===== src/rsn_pkg.sv =====
// shared constants, register indexes and types for the range scan segment finder
// no dependencies; imported by rsn_div, range_scan_nearest_segment_top and the testbench
`timescale 1ns / 1ps
`default_nettype none

package rsn_pkg;

  localparam int RANGE_W = 16;
  localparam int ANG_W   = 9;
  localparam int SUM_W   = 25;
  localparam int CFG_IDX_W = 2;

  localparam int MAX_SAMPLES_DEF = 512;

  localparam logic [SUM_W-1:0]   SUM_MAX   = {SUM_W{1'b1}};
  localparam logic [RANGE_W-1:0] RANGE_SAT = {RANGE_W{1'b1}};

  localparam logic [RANGE_W-1:0] MIN_RANGE_RST  = 16'd10;
  localparam logic [RANGE_W-1:0] MAX_RANGE_RST  = 16'd3000;
  localparam logic [ANG_W-1:0]   LOW_BOUND_RST  = 9'd30;
  localparam logic [ANG_W-1:0]   HIGH_BOUND_RST = 9'd150;

  localparam logic [CFG_IDX_W-1:0] REG_MIN_RANGE  = 2'd0;
  localparam logic [CFG_IDX_W-1:0] REG_MAX_RANGE  = 2'd1;
  localparam logic [CFG_IDX_W-1:0] REG_LOW_BOUND  = 2'd2;
  localparam logic [CFG_IDX_W-1:0] REG_HIGH_BOUND = 2'd3;

  // divider status toward the sequencer
  typedef struct packed {
    logic             done;
    logic [SUM_W-1:0] quot;
  } rsn_div_res_t;

endpackage

`default_nettype wire


===== src/rsn_div.sv =====
// bit-serial restoring divider: one quotient bit per cycle, dividend shifted msb first
// depends on rsn_pkg for the sum width and the result struct
`timescale 1ns / 1ps
`default_nettype none

module rsn_div #(
  parameter int DIV_W = 10
) (
  input  wire logic                     clk,
  input  wire logic                     rst,
  input  wire logic                     start,
  input  wire logic [rsn_pkg::SUM_W-1:0] dividend,
  input  wire logic [DIV_W-1:0]         divisor,
  output rsn_pkg::rsn_div_res_t         res
);
  import rsn_pkg::*;

  localparam int STEP_W = $clog2(SUM_W);

  logic              busy;
  logic              done;
  logic [STEP_W-1:0] step;
  logic [SUM_W-1:0]  dq;
  logic [DIV_W-1:0]  rem;
  logic [DIV_W-1:0]  dvs;

  logic [DIV_W:0]    rem_sh;
  logic              ge;
  logic [DIV_W-1:0]  rem_next;
  logic [SUM_W-1:0]  dq_next;

  always_comb begin
    rem_sh   = {rem, dq[SUM_W-1]};
    ge       = (rem_sh >= {1'b0, dvs});
    rem_next = ge ? DIV_W'(rem_sh - {1'b0, dvs}) : rem_sh[DIV_W-1:0];
    dq_next  = {dq[SUM_W-2:0], ge};
  end

  always_ff @(posedge clk) begin
    if (rst) begin
      busy <= 1'b0;
      done <= 1'b0;
      step <= '0;
    end else begin
      done <= 1'b0;
      if (start && !busy) begin
        busy <= 1'b1;
        step <= STEP_W'(SUM_W - 1);
      end else if (busy) begin
        step <= step - 1'b1;
        if (step == '0) begin
          busy <= 1'b0;
          done <= 1'b1;
        end
      end
    end
  end

  // datapath, no reset needed
  always_ff @(posedge clk) begin
    if (start && !busy) begin
      dq  <= dividend;
      rem <= '0;
      dvs <= divisor;
    end else if (busy) begin
      dq  <= dq_next;
      rem <= rem_next;
    end
  end

  assign res.done = done;
  assign res.quot = dq;

endmodule

`default_nettype wire


===== src/range_scan_nearest_segment_top.sv =====
// top level of the range scan nearest segment finder: sequencer, scan state, outputs
// depends on rsn_pkg and rsn_div
`timescale 1ns / 1ps
`default_nettype none

// Takes one range sample (mm) per item; the sample position in the scan is its
// angle. A segment opens on min_range < range < max_range, accumulates every
// sample while open and closes on the first range > max_range. On close the
// segment mean (sum / sample count) is formed by a bit-serial divider, one
// quotient bit per cycle. On the item marked last_sample one result item is
// produced: the nearest segment with start < low_angle_bound or end >
// high_angle_bound (earliest wins on ties), else the first segment, else
// found = 0 with distance 65535; a segment still open is dropped and the scan
// restarts. Timing: an item that does not close a segment completes in the
// cycle it is accepted; an item that closes a segment holds the input until the
// divider has loaded its operands and run all its steps, and the scan state is
// updated from its result. A last item is taken only when the output register
// is free or being emptied in that cycle; other items are taken while a result
// still waits. Configuration writes take effect on the next edge and are meant
// for idle periods only.
module range_scan_nearest_segment_top #(
  parameter int MAX_SAMPLES = rsn_pkg::MAX_SAMPLES_DEF
) (
  input  wire logic                         clk,
  input  wire logic                         rst,
  // sample channel
  input  wire logic                         in_valid,
  output logic                              in_ready,
  input  wire logic [rsn_pkg::RANGE_W-1:0]  range_mm,
  input  wire logic                         last_sample,
  // result channel
  output logic                              out_valid,
  input  wire logic                         out_ready,
  output logic                              found,
  output logic [rsn_pkg::ANG_W-1:0]         start_angle,
  output logic [rsn_pkg::ANG_W-1:0]         end_angle,
  output logic [rsn_pkg::RANGE_W-1:0]       distance_mm,
  // configuration
  input  wire logic                         cfg_we,
  input  wire logic [rsn_pkg::CFG_IDX_W-1:0] cfg_index,
  input  wire logic [rsn_pkg::RANGE_W-1:0]  cfg_data
);
  import rsn_pkg::*;

  localparam int IDX_W = $clog2(MAX_SAMPLES);
  localparam int CNT_W = $clog2(MAX_SAMPLES + 1);
  // common width for comparing indexes against the 9 bit angle bounds
  localparam int CW    = (IDX_W > ANG_W) ? IDX_W : ANG_W;

  typedef enum logic {ST_IDLE, ST_DIV} state_t;

  state_t state;

  // configuration registers
  logic [RANGE_W-1:0] min_range;
  logic [RANGE_W-1:0] max_range;
  logic [ANG_W-1:0]   low_angle_bound;
  logic [ANG_W-1:0]   high_angle_bound;

  // scan state
  logic [IDX_W-1:0]   sample_index, sample_index_next;
  logic               in_segment, in_segment_next;
  logic [IDX_W-1:0]   segment_start, segment_start_next;
  logic [SUM_W-1:0]   segment_sum, segment_sum_next;
  logic               any_segment, any_segment_next;
  logic [IDX_W-1:0]   first_start, first_start_next;
  logic [IDX_W-1:0]   first_end, first_end_next;
  logic [RANGE_W-1:0] first_dist, first_dist_next;
  logic               have_candidate, have_candidate_next;
  logic [IDX_W-1:0]   best_start, best_start_next;
  logic [IDX_W-1:0]   best_end, best_end_next;
  logic [RANGE_W-1:0] best_dist, best_dist_next;
  logic               last_q;

  // sequencer controls
  logic               accept;
  logic               closes;
  logic               opens;
  logic               finish;
  logic               emit;
  logic               scan_last;
  logic               div_start;
  rsn_div_res_t       div_res;

  // close arithmetic
  logic [CNT_W-1:0]   cnt_diff;
  logic [CNT_W-1:0]   count;
  logic [IDX_W-1:0]   seg_end;
  logic [RANGE_W-1:0] mean;
  logic               in_bound;
  logic [SUM_W:0]     sum_add;

  logic               found_next;
  logic [ANG_W-1:0]   start_angle_next;
  logic [ANG_W-1:0]   end_angle_next;
  logic [RANGE_W-1:0] distance_mm_next;

  // a last item needs the output register free by the edge it is taken
  assign in_ready = (state == ST_IDLE) && (!out_valid || out_ready || !last_sample);
  assign accept   = in_valid && in_ready;
  assign opens    = !in_segment && (range_mm > min_range) && (range_mm < max_range);
  assign closes   = in_segment && (range_mm > max_range);
  assign div_start = accept && closes;

  // item completes now, or after the divider for a closing item
  assign finish    = (accept && !closes) || (state == ST_DIV && div_res.done);
  assign scan_last = (state == ST_DIV) ? last_q : last_sample;
  assign emit      = finish && scan_last;

  // sample count modulo the scan length, zero meaning a full scan
  always_comb begin
    cnt_diff = CNT_W'(sample_index) - CNT_W'(segment_start);
    if (sample_index < segment_start) begin
      cnt_diff = cnt_diff + CNT_W'(MAX_SAMPLES);
    end
    count = (cnt_diff == '0) ? CNT_W'(MAX_SAMPLES) : cnt_diff;
    seg_end = (sample_index == '0) ? IDX_W'(MAX_SAMPLES - 1) : IDX_W'(sample_index - 1'b1);
  end

  rsn_div #(
    .DIV_W (CNT_W)
  ) u_div (
    .clk      (clk),
    .rst      (rst),
    .start    (div_start),
    .dividend (segment_sum),
    .divisor  (count),
    .res      (div_res)
  );

  assign mean = (|div_res.quot[SUM_W-1:RANGE_W]) ? RANGE_SAT : div_res.quot[RANGE_W-1:0];
  assign in_bound = (CW'(segment_start) < CW'(low_angle_bound)) ||
                    (CW'(seg_end) > CW'(high_angle_bound));
  assign sum_add  = {1'b0, segment_sum} + (SUM_W + 1)'(range_mm);

  always_comb begin
    sample_index_next   = sample_index;
    in_segment_next     = in_segment;
    segment_start_next  = segment_start;
    segment_sum_next    = segment_sum;
    any_segment_next    = any_segment;
    first_start_next    = first_start;
    first_end_next      = first_end;
    first_dist_next     = first_dist;
    have_candidate_next = have_candidate;
    best_start_next     = best_start;
    best_end_next       = best_end;
    best_dist_next      = best_dist;

    if (accept && !closes) begin
      if (opens) begin
        in_segment_next    = 1'b1;
        segment_start_next = sample_index;
        segment_sum_next   = SUM_W'(range_mm);
      end else if (in_segment) begin
        segment_sum_next = sum_add[SUM_W] ? SUM_MAX : sum_add[SUM_W-1:0];
      end
    end

    if (state == ST_DIV && div_res.done) begin
      if (!any_segment) begin
        any_segment_next = 1'b1;
        first_start_next = segment_start;
        first_end_next   = seg_end;
        first_dist_next  = mean;
      end
      if (in_bound && (!have_candidate || mean < best_dist)) begin
        have_candidate_next = 1'b1;
        best_start_next     = segment_start;
        best_end_next       = seg_end;
        best_dist_next      = mean;
      end
      in_segment_next  = 1'b0;
      segment_sum_next = '0;
    end

    if (finish) begin
      sample_index_next = (32'(sample_index) + 1 >= MAX_SAMPLES) ? '0 :
                          IDX_W'(sample_index + 1'b1);
    end

    // result from the updated scan state
    if (have_candidate_next) begin
      found_next       = 1'b1;
      start_angle_next = ANG_W'(best_start_next);
      end_angle_next   = ANG_W'(best_end_next);
      distance_mm_next = best_dist_next;
    end else if (any_segment_next) begin
      found_next       = 1'b1;
      start_angle_next = ANG_W'(first_start_next);
      end_angle_next   = ANG_W'(first_end_next);
      distance_mm_next = first_dist_next;
    end else begin
      found_next       = 1'b0;
      start_angle_next = '0;
      end_angle_next   = '0;
      distance_mm_next = RANGE_SAT;
    end
  end

  // configuration registers
  always_ff @(posedge clk) begin
    if (rst) begin
      min_range        <= MIN_RANGE_RST;
      max_range        <= MAX_RANGE_RST;
      low_angle_bound  <= LOW_BOUND_RST;
      high_angle_bound <= HIGH_BOUND_RST;
    end else if (cfg_we) begin
      case (cfg_index)
        REG_MIN_RANGE:  min_range        <= cfg_data;
        REG_MAX_RANGE:  max_range        <= cfg_data;
        REG_LOW_BOUND:  low_angle_bound  <= cfg_data[ANG_W-1:0];
        REG_HIGH_BOUND: high_angle_bound <= cfg_data[ANG_W-1:0];
        default: ;
      endcase
    end
  end

  // sequencer, scan state and output register
  always_ff @(posedge clk) begin
    if (rst) begin
      state          <= ST_IDLE;
      out_valid      <= 1'b0;
      last_q         <= 1'b0;
      sample_index   <= '0;
      in_segment     <= 1'b0;
      segment_start  <= '0;
      segment_sum    <= '0;
      any_segment    <= 1'b0;
      first_start    <= '0;
      first_end      <= '0;
      first_dist     <= '0;
      have_candidate <= 1'b0;
      best_start     <= '0;
      best_end       <= '0;
      best_dist      <= '0;
    end else begin
      case (state)
        ST_IDLE: begin
          if (accept) begin
            last_q <= last_sample;
            if (closes) begin
              state <= ST_DIV;
            end
          end
        end
        ST_DIV: begin
          if (div_res.done) begin
            state <= ST_IDLE;
          end
        end
        default: state <= ST_IDLE;
      endcase

      // a new result may replace one that drains in the same cycle
      if (emit) begin
        out_valid   <= 1'b1;
        found       <= found_next;
        start_angle <= start_angle_next;
        end_angle   <= end_angle_next;
        distance_mm <= distance_mm_next;
      end else if (out_valid && out_ready) begin
        out_valid <= 1'b0;
      end

      if (emit) begin
        // new scan
        sample_index   <= '0;
        in_segment     <= 1'b0;
        segment_start  <= '0;
        segment_sum    <= '0;
        any_segment    <= 1'b0;
        first_start    <= '0;
        first_end      <= '0;
        first_dist     <= '0;
        have_candidate <= 1'b0;
        best_start     <= '0;
        best_end       <= '0;
        best_dist      <= '0;
      end else begin
        sample_index   <= sample_index_next;
        in_segment     <= in_segment_next;
        segment_start  <= segment_start_next;
        segment_sum    <= segment_sum_next;
        any_segment    <= any_segment_next;
        first_start    <= first_start_next;
        first_end      <= first_end_next;
        first_dist     <= first_dist_next;
        have_candidate <= have_candidate_next;
        best_start     <= best_start_next;
        best_end       <= best_end_next;
        best_dist      <= best_dist_next;
      end
    end
  end

  // divider only reports while a closing item is held
  a_div_done_in_div: assert property (@(posedge clk) disable iff (rst)
    div_res.done |-> state == ST_DIV)
    else $error("divider finished outside of a segment close");

  // output register was drained when a closing last item was taken
  a_out_free_in_div: assert property (@(posedge clk) disable iff (rst)
    (state == ST_DIV && last_q) |-> !out_valid)
    else $error("result pending while the closing last item is in progress");

  // a finished close leaves no open segment
  a_close_clears: assert property (@(posedge clk) disable iff (rst)
    (state == ST_DIV && div_res.done) |=> !in_segment)
    else $error("segment still open after close");

  // a not-found item carries the saturated distance and zero angles
  a_not_found_fmt: assert property (@(posedge clk) disable iff (rst)
    (out_valid && !found) |-> (distance_mm == RANGE_SAT && start_angle == '0
                               && end_angle == '0))
    else $error("not-found item with bad payload");

endmodule

`default_nettype wire


===== config.mk =====
export PLATFORM = sky130hd
export DESIGN_NAME = range_scan_nearest_segment_top
export DESIGN_NICKNAME = d
export VERILOG_FILES = /design/src/rsn_pkg.sv /design/src/rsn_div.sv /design/src/range_scan_nearest_segment_top.sv
export SDC_FILE = /design/constraint.sdc
export NUM_CORES = 1
export LEC_CHECK = 0
export ABC_AREA = 1
export BUFFER_PORTS_ARGS = -buffer_cell sky130_fd_sc_hd__buf_2
export CORE_ASPECT_RATIO = 0.5
export CORE_UTILIZATION = 47
export CTS_CLUSTER_DIAMETER = 60
export CTS_CLUSTER_SIZE = 14
export DETAILED_ROUTE_END_ITERATION = 6
export GPL_TIMING_DRIVEN = 0
export PLACE_DENSITY_LB_ADDON = 0.3
export SYNTH_ARGS = -nofsm -noshare
export SYNTH_HDL_FRONTEND = slang
export SYNTH_HIERARCHICAL = 1
export SYNTH_SLANG_ARGS = --single-unit

===== constraint.sdc =====
create_clock -name clk -period 8.1 [get_ports clk]
set_input_delay 1.215 -clock clk [delete_from_list [all_inputs] [get_ports clk]]
set_output_delay 1.215 -clock clk [all_outputs]
set_load 0.005 [all_outputs]

# Word level (Yosys, flattened, before mapping)
# Index checks and enable logic that the tools add are counted.
# totals
ff_bits	254
inputBits	40
output_inout_bits	37
wordCells	141
# classes
n_addsub	8
magnitude_cmp	9
eq_ne	3
n_mux	45
n_bitwise	3
reduce_logical	43
# ops
op	count
$mux 9	14
$mux 25	5
$mux 16	7
$gt 16x16->1	2
$lt 16x16->1	2
$add 25x16->26	1
$mux 10	2
$lt 9x9->1	2
$reduce_and 2->1	8
$mux 1	14
$logic_and 1x1->1	12
$ge 11x10->1	1
$add 10x10->10 const B	1
$add 9x1->10 const B	1
$ge 10x10->1 const B	1
$logic_not 10->1	1
$mux 5	2
$sub 10x10->10	1
$sub 9x9->10	1
$add 9x1->9 const B	1
$gt 9x9->1	1
$logic_not 9->1	1
$reduce_or 9->1	1
$sub 9x1->9 const B	1
other kinds (12)	28

# Depth between registers and ports, before layout
# depth
word_depth	9
depth_mapped	24

# Hierarchy
# Netlist, hierarchy kept.
# modules_own_cells
mod	n_inst	cells_each	area_per_inst_um2
range_scan_nearest_segment_top	1	1629	11892.7
rsn_div	1	343	2816.5

# Worst setup path after synthesis
# Ideal clock, no wire load.
# synth_timing
path_kind	in2reg
startpoint	in range_mm[15] (netlist name)
endpoint	reg distance_mm[0] (netlist name), enable pin
setup_ns	0.427
t_arrival_ns	3.814
t_required_ns	7.673
path_slack_ns	3.858
cell_stages	13
path_buffers	0
path_cell_list	ha_1 -> nand2_1 -> inv_2 -> nand3_2 -> inv_2 -> nand4_1 -> inv_2 -> a31oi_2 -> nand2_2 -> nand3_4 -> nand2_2 -> nand2_4 -> nor2_1
# synth_via
elab_chain_cells	7
# synth_lines
item	line	source
start, declared	range_scan_nearest_segment_top.sv:29	input wire logic [rsn_pkg::RANGE_W-1:0] range_mm,
$gt 16x16->1	range_scan_nearest_segment_top.sv:102	assign closes = in_segment && (range_mm > max_range);
$logic_and 1x1->1	range_scan_nearest_segment_top.sv:102	
$logic_not 1->1	range_scan_nearest_segment_top.sv:106	assign finish = (accept && !closes) || (state == ST_DIV && div_res.done);
$logic_and 1x1->1	range_scan_nearest_segment_top.sv:106	
$logic_or 1x1->1	range_scan_nearest_segment_top.sv:106	
$logic_and 1x1->1	range_scan_nearest_segment_top.sv:108	assign emit = finish && scan_last;
$reduce_and 2->1 (no line)	--	
end signal, assigned	range_scan_nearest_segment_top.sv:261	distance_mm <= distance_mm_next;
end, declared	range_scan_nearest_segment_top.sv:37	output logic [rsn_pkg::RANGE_W-1:0] distance_mm,
# Every way passes these cells.
# A chain may end at the register's enable or synchronous reset.

# Final worst setup path
# layout_timing
startpoint	reg sample_index[0]
endpoint	reg end_angle[2] (netlist name), data pin
# layout_via
elab_chain_cells	8
# layout_lines
item	line	source
start, declared	range_scan_nearest_segment_top.sv:61	logic [IDX_W-1:0] sample_index, sample_index_next;
start signal, assigned	range_scan_nearest_segment_top.sv:281	sample_index <= sample_index_next;
$sub 9x1->9 / $logic_not 9->1 (equally long branches)	range_scan_nearest_segment_top.sv:117	seg_end = (sample_index == '0) ? IDX_W'(MAX_SAMPLES - 1) : IDX_W'(sample_index - 1'b1);
$mux 9 *	range_scan_nearest_segment_top.sv:117	
$gt 9x9->1	range_scan_nearest_segment_top.sv:133	(CW'(seg_end) > CW'(high_angle_bound));
$logic_or 1x1->1	range_scan_nearest_segment_top.sv:132	assign in_bound = (CW'(segment_start) < CW'(low_angle_bound)) ||
$logic_and 1x1->1	range_scan_nearest_segment_top.sv:167	if (in_bound && (!have_candidate || mean < best_dist)) begin
$mux 9 / $mux 1 (equally long branches)	range_scan_nearest_segment_top.sv:167	
$mux 9 / $mux 1 (equally long branches)	range_scan_nearest_segment_top.sv:160	if (state == ST_DIV && div_res.done) begin
$mux 9 *	range_scan_nearest_segment_top.sv:183	if (have_candidate_next) begin
via end_angle_next[2]	range_scan_nearest_segment_top.sv:95	logic [ANG_W-1:0] end_angle_next;
end signal, assigned	range_scan_nearest_segment_top.sv:260	end_angle <= end_angle_next;
end, declared	range_scan_nearest_segment_top.sv:36	output logic [rsn_pkg::ANG_W-1:0] end_angle,
# Mark *: on every way through the listed nets, which the timed path passes. The rest lies on a longest branch.

==> metrics <==
status finished, final reports clean; VDD IR max 0.107 mV; routability cong. 0.930; final worst slack 3960 ps; Die Span X roughly 250 um; most common cell in the netlist nand2_1; largest net degree at the start of global routing 30; Critical Path Max Stage Delay 440 ps; fin area 16300 um^2; Synth top cells by count nand2_1, inv_1, dfxtp_1; Seq/Total Area, Yosys 39.3%; Tightest Hold Check Type flip-flop to flip-flop; PwrDens 181 nW/um^2; synth top area cells dfxtp_1, edfxtp_1, nand2_1, ha_1, inv_1; Pleak 7.01 nW; Slew HR 24.8%; worst skew pair latency 530 ps; wire per inst 14.8 um; Syn Inst Count just under 2000; dpl cells 2472; fmax about 240 MHz; number of inserted diodes 0; placed cell area roughly 16000 um^2; Avg Cell Area, Syn ~7.5 um^2; Critical Path Source Type flip-flop; Top FF cell, synth dfxtp_1; synthesized cell area 14700 um^2; fin nets approximately 2200; Initial Util 48.1%; worst-path cell with the longest stage delay buf_1; EDFF count, synth 70; vias in the first global route about 11000; Post-DP HPWL between 20000 and 30000 um; hold_sp last_q; Congestion Overflow GR 0; Die ar. 32100 um^2; Site Rows 45; Crit path top cell by count nand2_1; Setup crit end kind flip-flop; Vias 12799; Synth warnings 6; Inserted Clock Buffers 22; CORE AREA 30600 um^2; CP Launch Point sample_index[0]; routed vias/inst approximately 5.1; FF+latch count, synth 254; first-pass detailed-route iteration total 5; fill cell instance count of the final layout slightly below 3000; max-cap violations 0; clk sink count ~250; Slew @ Worst Pin 1130 ps; Final Hold Fails 0; Post-Layout Cell Count 2509; clock-pin slew of the registers on the worst-case setup and hold paths 70 ps; final setup vio count 0; Mapped Nets 2118; Setup CP Type flip-flop to flip-flop; drt total wl roughly 37000 um; H-tree levels 1; DR DRC count 0; dpl ws 3700 ps; initial antenna violation count 0; top cell type's share of synthesized area roughly a quarter; root buf cell clkbuf_16; clk buf depth 3; worst r2r src sample_index[0]; Post-DRT Antenna Nets 0; Setup Fix Bufs, Post-CTS 0; worst-path cell chain inv_1, ha_1, nand2_1, nor2_1, nand4_1, nor2_1, nand2_1, inv_1, nor2_1, inv_1, ha_1, nand2_1, nor2_1, nand3b_1, o2111ai_1, o41ai_1, nand2_1, nand2_1, inv_2, buf_1, nand3_1, nand3_1, nand2_1; Worst EP arrival 4410 ps; Slew Viols, Final 0; Starting DRT DRC Count 1180; CP max FO 10; RSZ-0062 raised after global routing false; ys async rst share 0%; post-route total power 0.00295 W; I/O Pins 77; Netlist cell types between 50 and 60; post-route minimum period 4140 ps; CTS tree done; Final period util 51.1%; cells resized by post-CTS repair 0; Final Skew ~14 ps; Setup TNS Final 0 ps; Die Height 127 um; number of port buffers 76; post-synth top area cell dfxtp_1; Critical Path RT between 8000 and 9000 ps; GRT Util Overall 23.3%; share of layout cells above drive strength 1 11.9%; first-pass GRT wire length 59700 um; cts hold-fix bufs 0; P&R area growth vs syn 10.7%
[power breakdown]
group / internal, W / leakage, nW / switching [W] / total (W)
logic: 0.000201 / 4.62 / 0.000346 / 0.000547
registers: 0.00136 / 2.09 / 0.0000374 / 0.00140
clock network: 0.000527 / 0.305 / 0.000480 / 0.00101
total: 0.00209 / 7.01 / 0.000864 / 0.00295
[kinds of logic after synthesis]
kind of cell	after synthesis	share of synthesized area, %
compound gates	318	12.0
xor+xnor	30	1.79
fa+ha+maj	106	9.17
buf+inv	308	8.86
flops	254	39.3
simple gates	956	28.8
[layout by cell type (no fill, tap or decap), types with 6 or more instances in the layout]
cell,n
a21oi_1,143
buf_2,98
buf_6,8
clkbuf_1,39
clkbuf_16,23
dfxtp_1,184
edfxtp_1,70
ha_1,103
inv_1,228
inv_2,9
nand2_1,546
nand2_2,20
nand2_4,25
nand3_1,120
nand3_2,6
nand4_1,9
nor2_1,160
nor2_2,25
nor3_1,19
o211ai_1,18
o21ai_0,114
o21ai_1,13
xnor2_1,10
xor2_1,20
[worst max-delay path, delay by kind of cell, from the launching register on]
kind | cells | cell delay, ps
buffers and inverters | 5 | 1000
and+or+nand+nor | 14 | 1650
adders and majority gates | 2 | 580
AOI/OAI and AO/OA | 2 | 200
DFF | 1 | 420
[metal layers]
layer,track usage [%],part of all wire [%],up-vias
met5,0,0,-
li1,-,-,6594
met2,35.7,43,301
met4,4.31,1.6,0
met1,34.9,49,5863
met3,3.12,6.0,41
[registers in the layout, summed over array words and instances (netlist names), 10 cells and up]
register,flops
u_div/rem,10
max_range,16
segment_sum,25
min_range,16
u_div/dq,25
distance_mm,16
first_dist,16
best_dist,16
u_div/dvs,10
[through the flow]
stage / util (%) / hold WS, ps
5_1_grt: 53.3 / 473
6_report: 53.3 / 453
3_3_place_gp: 51.1 / 441
4_1_cts: 53.3 / 458
3_5_place_dp: 51.2 / 448
2_1_floorplan: - / 425
[cell type report]
cell class,instances,area (um^2),share of cell area (%)
clock inverters,1,11.3,0.0691
plain buffers,66,393,2.41
inverters,242,911,5.59
clock buffers,36,624,3.83
flip-flops and latches,254,5790,35.5
multi-input cells,1410,7630,46.8
repair buffers,77,408,2.50
well taps,423,529,3.25
[worst paths after layout]
| check | to | slack (ps) | cells past startpoint |
|---|---|---|---|
| worst max-delay path | end_angle[2] | 3960 | 23 |
| worst min-delay path | last_q | 450 | 2 |
| worst max register to register | end_angle[2] | 3960 | 23 |
| worst min register to register | last_q | 450 | 2 |
(Power assumes the default switching activity.)
